## config.mk

```make
export PLATFORM = sky130hd
export DESIGN_NAME = srl_rank_sum
export DESIGN_NICKNAME = d
export VERILOG_FILES = /design/src/srl_pkg.sv /design/src/srl_rank_sum.sv
export SDC_FILE = /design/constraint.sdc
export NUM_CORES = 1
export LEC_CHECK = 0
export BUFFER_PORTS_ARGS = -buffer_cell sky130_fd_sc_hd__buf_2
export CORE_ASPECT_RATIO = 2
export CORE_MARGIN = 2
export CORE_UTILIZATION = 55
export CTS_BUF_LIST = sky130_fd_sc_hd__clkbuf_8
export CTS_CLUSTER_SIZE = 8
export DETAILED_ROUTE_END_ITERATION = 10
export PLACE_DENSITY = 0.92
export SYNTH_ARGS = -nofsm -noshare
export SYNTH_HDL_FRONTEND = slang
export SYNTH_SLANG_ARGS = --single-unit
```

## constraint.sdc

```tcl
create_clock -name clk -period 5.7 [get_ports clk]
set_input_delay 1.71 -clock clk [delete_from_list [all_inputs] [get_ports clk]]
set_output_delay 1.71 -clock clk [all_outputs]
set_load 0.01 [all_outputs]
```

## src/srl_pkg.sv

```systemverilog
// Shared types and sizing constants for the stable rank labeler.
// Used by srl_cell, srl_rank_sum and stable_rank_labeler; depends on nothing.
package srl_pkg;

    localparam int MAX_ITEMS  = 64;
    localparam int VALUE_W    = 32;
    localparam int RANK_OUT_W = 6;
    localparam int RANK_W     = $clog2(MAX_ITEMS);
    localparam int CNT_W      = $clog2(MAX_ITEMS + 1);
    localparam int GRP_SIZE   = 8;
    localparam int NUM_GRP    = (MAX_ITEMS + GRP_SIZE - 1) / GRP_SIZE;
    localparam int GSUM_W     = $clog2(GRP_SIZE + 1);

    typedef struct packed {
        logic signed [VALUE_W-1:0] value;
        logic                      last_value;
    } item_t;

    typedef struct packed {
        logic [RANK_OUT_W-1:0] rank;
        logic                  last_rank;
    } result_t;

    typedef struct packed {
        logic                      valid;
        logic signed [VALUE_W-1:0] value;
        logic [RANK_W-1:0]         rank;
    } cell_t;

endpackage

```

## src/srl_rank_sum.sv

```systemverilog
// Two-stage count of stored values not above a new value: group counts are registered,
// then summed the next cycle. Depends on srl_pkg for sizing constants.
module srl_rank_sum (
    input  logic                           clk,
    input  logic                           rst_n,
    input  logic                           capture,
    input  logic [srl_pkg::MAX_ITEMS-1:0]  le,
    output logic [srl_pkg::RANK_W-1:0]     pend
);

    logic [srl_pkg::GSUM_W-1:0] grp_reg  [srl_pkg::NUM_GRP];
    logic [srl_pkg::GSUM_W-1:0] grp_next [srl_pkg::NUM_GRP];
    logic                       pend_valid_reg;
    logic                       pend_valid_next;
    logic [srl_pkg::CNT_W-1:0]  total;

    always_comb
    begin
        for (int g = 0; g < srl_pkg::NUM_GRP; g++)
        begin
            grp_next[g] = '0;
            for (int b = 0; b < srl_pkg::GRP_SIZE; b++)
            begin
                if (g * srl_pkg::GRP_SIZE + b < srl_pkg::MAX_ITEMS)
                begin
                    grp_next[g] = grp_next[g]
                        + srl_pkg::GSUM_W'(le[g * srl_pkg::GRP_SIZE + b]);
                end
            end
        end
    end

    assign pend_valid_next = capture;

    always_comb
    begin
        total = '0;
        for (int g = 0; g < srl_pkg::NUM_GRP; g++)
        begin
            total = total + srl_pkg::CNT_W'(grp_reg[g]);
        end
        pend = pend_valid_reg ? srl_pkg::RANK_W'(total) : '0;
    end

    always_ff @(posedge clk or negedge rst_n)
    begin
        if (!rst_n)
        begin
            pend_valid_reg <= 1'b0;
        end
        else
        begin
            pend_valid_reg <= pend_valid_next;
        end
    end

    always_ff @(posedge clk)
    begin
        for (int g = 0; g < srl_pkg::NUM_GRP; g++)
        begin
            grp_reg[g] <= grp_next[g];
        end
    end

endmodule

```

==> out/metrics.csv <==
metric;value;unit
Remaining Overflow, GRT;0;
worst-path fanout max;2;
Ports;73;
register clock-pin slew on the reported worst setup and hold paths;0.06;ns
Crit path arrival time;3.82;ns
Net Count, Synth;424;
RSZ-0062 raised after global routing;no;
outcome;complete, no violations;
Hold Path Class;in -> async;
row count;36;
H-tree levels;2;
flops & latches, synth;33;
Synth area leaders;fa_1 39%, dfxtp_1 23%, inv_1 16%;
CTS root buf;clkbuf_8;
Post-Syn Area per Cell;10.37;µm²
WS Path Type;reg -> out;
Remaining DRCs;0;
wire per inst;12.13;µm
Max Slew Vio Count;0;
routed wire length;4.963;mm
Setup Buffers After CTS;0;
Vias per Instance;4.653;
Total Routing Usage GR;21.06;%
Synth async-reset ratio;3.030;%
first-pass GRT wire length;8.569;mm
Clock Path Buffers;2;
f_max;0.1809;GHz
CTS tree;yes;
leading area contributor after synthesis;fa_1;
final setup vio count;0;
die height;105.3;µm
post-synthesis cell area;2820;µm²
Layout area overhead;18.50;%
Syn. warnings;0;
Sink Count;33;
critical path, cell by cell;inv_1 -> fa_1 -> inv_1 -> fa_1 -> fa_1 -> inv_1 -> fa_1 -> inv_1 -> ha_1 -> nand3_1 -> a21o_1 -> a21oi_2 -> buf_2;
top-count cell post-synth;inv_1;
CP max stage delay;0.55;ns
top cell type's share of synthesized area;39.04;%
ys flop type;dfxtp_1;
Synth cell types;14;
Pre-Repair DR Iteration Count;2;
max_cap viols;0;
n_diodes;0;
hold violation count in the final report;0;
Largest register FFs;32;
final std cells w/o fill;409;
Buffers on Ports;72;
DP HPWL;4.427;mm
largest net degree at the start of global routing;11;
Post-synth EDFFs;0;
Worst Tran Pin Value;0.2241;ns
placed cells;401;
endpoint type of the worst setup path;primary output;
slowest stage cell, crit path;fa_1;
share of cells above drive strength 1;22.44;%
Post-Synthesis Cells;272;
Starting DRT DRC Count;12;
Setup TNS Final;0;ns
Critical Path Start Type;register;
# nets final;503;
cts bufs inserted;5;
Initial Util;57.44;%
vias in the first global route;2233;
hold_buf cts;0;
top cells by count, synth;118 x inv_1, 55 x fa_1, 32 x dfxtp_1, 30 x ha_1, 9 x a21oi_1;
Die X;54.64;µm
post-cts resize count;0;
slew margin rel.;85.01;%
DR vias;1903;
Post-DRT Antenna Nets;0;
GP Congestion;0.7569;
Crit path required time;3.99;ns
Fill cells;376;
Final period util;97.01;%
min Tclk post-route;5.529;ns
die area;5751;µm²
Seq/Total Area, Yosys;23.60;%
core area;4910;µm²
initial antenna violation count;0;
## worst max-delay path, delay by kind of cell (launching register included)
kind	cells	cell delay (ns)
AOI/OAI and AO/OA	2	0.32
adders and majority gates	5	2.42
and+or+nand+nor	1	0.08
DFF	1	0.32
buffers and inverters	5	0.40
## final timing paths
kind | start | end | slack [ns] | depth (start not counted)
setup / recovery | grp_reg[1][3] | pend[5] | 0.17 | 13
hold / removal | rst_n | pend_valid_reg | 1.18 | 1
max in group asynchronous | rst_n | pend_valid_reg | 4.43 | 1
min in group clk | capture | pend_valid_reg | 1.53 | 1
## cell families (layout without fill, tap and decap cells)
kind of cell    after synthesis  after routing  synth area share (%)
simple gates                 15             15                 3.061
buf+inv                     118            198                 15.71
fa+ha+maj                    85             85                 52.35
compound gates               11             11                 2.174
xor+xnor                     10             10                 3.106
flops                        33             33                 23.60
## cells in the final DEF, fill, tap and decap left out
cell / n
inv_1: 120
buf_2: 72
fa_1: 55
dfxtp_1: 32
ha_1: 30
a21oi_1: 9
nor2b_1: 8
xor2_1: 8
clkbuf_8: 6
and2_1: 3
xnor2_1: 2
nor2_1: 2
nand3_1: 2
a21o_1: 1
a21oi_2: 1
dfrtp_1: 1
## layer usage
metal / GRT usage (%) / part of all wire [%] / wire, µm
met2: 41.84 / 67 / 3306
met3: 4.533 / 3.0 / 150
met1: 17.14 / 28 / 1391
met5: 0 / 0 / 0
met4: 8.750 / 2.3 / 114
## per-stage QoR
| step | util (%) | hold WS (ns) | setup WS (ns) | instance area [µm²] |
|---|---|---|---|---|
| floorplan | - | 1.414 | 0.7054 | 2820 |
| global placement | 66.23 | 1.485 | 0.6535 | 3252 |
| detailed placement | 66.23 | 1.488 | 0.5113 | 3252 |
| CTS | 68.07 | 1.174 | 0.1433 | 3342 |
| global route | 68.07 | 1.170 | 0.01888 | 3342 |
| finish | 68.07 | 1.182 | 0.1707 | 3342 |
## layout make-up
class / instances / area [µm²] / area share, %
Multi-Input combinational cell: 121 / 1712 / 51.22
Sequential cell: 33 / 665.6 / 19.92
Inverter: 118 / 442.9 / 13.25
Timing Repair Buffer: 72 / 360.3 / 10.78
Clock buffer: 6 / 82.58 / 2.471
Tap cell: 57 / 71.32 / 2.134
Clock inverter: 2 / 7.507 / 0.2246
Power is not shown: default switching activity piles up to over one toggle a cycle in this logic, so the estimate is an artifact.
