**src/srl_pkg.sv**
```systemverilog
// Shared types and sizing constants for the stable rank labeler.
// Used by srl_cell, srl_rank_sum and stable_rank_labeler; depends on nothing.
package srl_pkg;

    localparam int MAX_ITEMS  = 64;
    localparam int VALUE_W    = 32;
    localparam int RANK_OUT_W = 6;
    localparam int RANK_W     = $clog2(MAX_ITEMS);
    localparam int CNT_W      = $clog2(MAX_ITEMS + 1);
    localparam int GRP_SIZE   = 8;
    localparam int NUM_GRP    = (MAX_ITEMS + GRP_SIZE - 1) / GRP_SIZE;
    localparam int GSUM_W     = $clog2(GRP_SIZE + 1);

    typedef struct packed {
        logic signed [VALUE_W-1:0] value;
        logic                      last_value;
    } item_t;

    typedef struct packed {
        logic [RANK_OUT_W-1:0] rank;
        logic                  last_rank;
    } result_t;

    typedef struct packed {
        logic                      valid;
        logic signed [VALUE_W-1:0] value;
        logic [RANK_W-1:0]         rank;
    } cell_t;

endpackage

```
**src/srl_cell.sv**
```systemverilog
// One storage cell of the rank chain: holds a value, its running rank and a valid bit.
// Depends on srl_pkg for the cell type and widths.
module srl_cell (
    input  logic                              clk,
    input  logic                              rst_n,
    input  logic                              shift,
    input  srl_pkg::cell_t                    upper,
    input  logic                              probe_en,
    input  logic signed [srl_pkg::VALUE_W-1:0] probe,
    input  logic [srl_pkg::RANK_W-1:0]        pend,
    output srl_pkg::cell_t                    cur,
    output srl_pkg::cell_t                    upd,
    output logic                              le
);

    logic                               valid_reg;
    logic                               valid_next;
    logic signed [srl_pkg::VALUE_W-1:0] value_reg;
    logic signed [srl_pkg::VALUE_W-1:0] value_next;
    logic [srl_pkg::RANK_W-1:0]         rank_reg;
    logic [srl_pkg::RANK_W-1:0]         rank_next;
    logic                               inc;

    // A stored value larger than the incoming one moves up one rank.
    assign inc = probe_en && valid_reg && (value_reg > probe);
    assign le  = valid_reg && (value_reg <= probe);

    always_comb
    begin
        cur.valid = valid_reg;
        cur.value = value_reg;
        cur.rank  = rank_reg;
        upd.valid = valid_reg;
        upd.value = value_reg;
        upd.rank  = rank_reg + srl_pkg::RANK_W'(inc) + pend;
    end

    always_comb
    begin
        if (shift)
        begin
            valid_next = upper.valid;
            value_next = upper.value;
            rank_next  = upper.rank;
        end
        else
        begin
            valid_next = upd.valid;
            value_next = upd.value;
            rank_next  = upd.rank;
        end
    end

    always_ff @(posedge clk or negedge rst_n)
    begin
        if (!rst_n)
        begin
            valid_reg <= 1'b0;
        end
        else
        begin
            valid_reg <= valid_next;
        end
    end

    always_ff @(posedge clk)
    begin
        value_reg <= value_next;
        rank_reg  <= rank_next;
    end

endmodule

```
**config.mk**
```make
export PLATFORM = sky130hd
export DESIGN_NAME = srl_cell
export DESIGN_NICKNAME = d
export VERILOG_FILES = /design/src/srl_pkg.sv /design/src/srl_cell.sv
export SDC_FILE = /design/constraint.sdc
export NUM_CORES = 1
export LEC_CHECK = 0
export ABC_AREA = 1
export BUFFER_PORTS_ARGS = -buffer_cell sky130_fd_sc_hd__buf_4
export CORE_ASPECT_RATIO = 0.8
export CORE_MARGIN = 2
export CORE_UTILIZATION = 44
export CTS_BUF_LIST = sky130_fd_sc_hd__clkbuf_2 sky130_fd_sc_hd__clkbuf_4 sky130_fd_sc_hd__clkbuf_8
export CTS_CLUSTER_DIAMETER = 80
export DETAILED_ROUTE_END_ITERATION = 16
export PLACE_DENSITY_LB_ADDON = 0.2
export SKIP_CTS_REPAIR_TIMING = 1
export SLEW_MARGIN = 0
export SYNTH_ARGS = -nofsm -noshare
export SYNTH_HDL_FRONTEND = slang
export SYNTH_SLANG_ARGS = --single-unit
```
**constraint.sdc**
```tcl
create_clock -name clk -period 3.23 [get_ports clk]
set_clock_uncertainty 0.1 [all_clocks]
set_input_delay 0.1615 -clock clk [delete_from_list [all_inputs] [get_ports clk]]
set_output_delay 0.1615 -clock clk [all_outputs]
set_load 0.1 [all_outputs]
```
==> run metrics <==
vias in the first global route=2097; Mapped Area=2536 um^2; Max Fclk=286.6 MHz; hold endpoint=rank_reg[3]; worst reg-to-reg path cell count=19; MaxCap Viol Count=0; vias per inst=4.504; Worst IR Drop VDD=0.9107 mV; worst skew pair latency=0.28 ns; area taken by multi-input logic gates=1212 um^2; nets=576; Rows=24; Lkg Pwr=2.257 nW; Total Power=2.802 mW; WHS Path Cells=3; crit-path max FO=3; fin crit share=1.080; FF+latch area=1106 um^2; Routed met3 length=495 um; clock sink count=39; Global Route Usage Sum=0.1846; core area=5495 um^2; clock root cell=clkbuf_8; CP Launch Type=flip-flop; CTS tree=yes; metal2 WL=3865 um; post-route design area=4432 um^2; Mapped Avg Cell Area=9.359 um^2; CP Capture Type=output port; Tmin final=3.489 ns; Iter 0 DRT Violations=48; Arr. time, crit path=3.23 ns; PwrDens=632.2 nW/um^2; first-pass GRT wire length=9066 um; reg2reg end=rank_reg[5]; HP Start=upper[3]; H-tree depth=2; Hold/Removal Path Class=input port to flip-flop; Fillers=353; Place WS=-0.03828 ns; area leader, netlist=edfxtp_1; Slew Limit Headroom=0.6478; share of layout cells above drive strength 1=0.4563; Core Util, Final=0.8065; Setup CP Type=flip-flop to output port; WL final=7058 um; dpl cell area=3751 um^2; setup TNS=-0.9212 ns; Hold WS=-0.02940 ns; Detailed Routing Iterations Pass 1=4; R2R Path Start=value_reg[21]; Area contributors post-synth=edfxtp_1 38%, ha_1 18%, buf_4 10%, nand2_1 9.0%, inv_1 6.4%; top routing layer in use=met4; synthesized instance count=271; Syn Nets=390; area grow syn2layout=74.74%; die height=71.91 um; Post-Route M1 WL=2627 um; Clock Path Buffers=2; RSZ-0062 raised after global routing=true; #FFs+latches synth=39; dpl hpwl=4956 um; final setup fails=5; RD Place Congestion=0.7911; post-synth top area share=0.3789; CTS Buf Count=5; worst slew pin tran=0.5282 ns; Reg clk slew, reported paths=0.08 ns; initial antenna violation count=0; Yosys warnings=0; max FFs per register=32; setup ws final=-0.2594 ns; io pins=160; Seq/Total Area, Yosys=0.4361; vias=2414; overflow left after global routing=0; failing checks=hold timing, setup timing; outcome=finished with violations; fin cells=536; Avg WL per Cell=13.17 um; R2R setup slack=0.13 ns; post-synth cell types=21; DRT antenna net count=0; full die area=6391 um^2; effective utilization at floorplan=0.4615; PortBufs=159; Fin. Hold Viols=1; # diodes=0; dpl cells=484; detailed-route DRC error count=0; critical path required time=2.97 ns; die width=88.88 um; fin. max-slew vios=0; largest net degree at the start of global routing=42
[critical path, cell delays in order, from the launching register on]
cell      delay, ns
edfxtp_1       0.42
ha_1           0.35
a21oi_1        0.17
nor2_1         0.05
nor2_1         0.10
nand2_1        0.08
a21oi_2        0.17
nand3_1        0.13
nand3_2        0.10
nor2_2         0.05
fa_2           0.41
fa_2           0.37
nand3_2        0.10
nand2_4        0.07
xor2_4         0.17
buf_12         0.19
[cells in the mapped netlist]
cell type  count
a21o_1         2
a21oi_1       17
buf_4         34
clkbuf_1       1
dfrtp_1        1
dfxtp_1        6
edfxtp_1      32
fa_1           2
ha_1          36
inv_1         43
nand2_1       61
nand2_2        1
nand3_1        6
nand4_1        2
nor2_1        16
nor3_1         1
nor3_2         1
o21a_1         1
o21ai_0        3
xnor2_1        1
xor2_1         4
[layout by cell type (no fill, tap or decap), drive strengths merged]
master and instances:
xnor2 1, nand3 6, edfxtp 32, o21a 1, inv 43, ha 36
nor2 16, nand4 2, clkinv 2, dfxtp 6, buf 175, dfrtp 1
xor2 4, dlygate4sd3 39, clkbuf 6, fa 2, a21oi 17, nand2 62
o21ai 3, nor3 2, a21o 2
[area by class of cell]
class	count	share of cell area
Multi-Input combinational cell	154	0.2736
Tap cell	78	0.02202
Timing Repair Buffer	214	0.3995
Sequential cell	39	0.2496
Clock inverter	2	0.001694
Inverter	43	0.03642
Clock buffer	6	0.01722
[cells by family (layout without fill, tap and decap cells)]
| group | Yosys count | count (layout) | synth area share |
|---|---|---|---|
| DFF | 39 | 39 | 0.4361 |
| adders and majority gates | 38 | 38 | 0.1934 |
| buffers and inverters | 78 | 265 | 0.1658 |
| xor gates and xnor gates | 5 | 5 | 0.01727 |
| and+or+nand+nor | 88 | 88 | 0.1391 |
| AOI/OAI and AO/OA | 23 | 23 | 0.04834 |
[per-layer routing]
layer / vias up / global-route usage
met5: - / 0
met4: 0 / 0.03704
met3: 6 / 0.05119
met2: 97 / 0.3367
met1: 1105 / 0.2168
li1: 1206 / -
[where the power goes]
| part | total (mW) | internal (mW) | switching (mW) |
|---|---|---|---|
| Clock | 0.321 | 0.156 | 0.165 |
| Sequential | 0.648 | 0.604 | 0.0438 |
| Combinational | 1.83 | 0.546 | 1.29 |
| Total | 2.80 | 1.31 | 1.50 |
[worst max path at each step]
stage / startpoint / end / cells past startpoint
6_report: value_reg[21] / upd[4] / 15
5_1_grt: value_reg[15] / upd[4] / 15
4_1_cts: value_reg[15] / upd[5] / 17
3_5_place_dp: value_reg[15] / upd[5] / 17
3_3_place_gp: value_reg[15] / upd[4] / 15
2_1_floorplan: value_reg[5] / rank_reg[4] / 18
No activity file was read; power rests on OpenSTA's default activity.
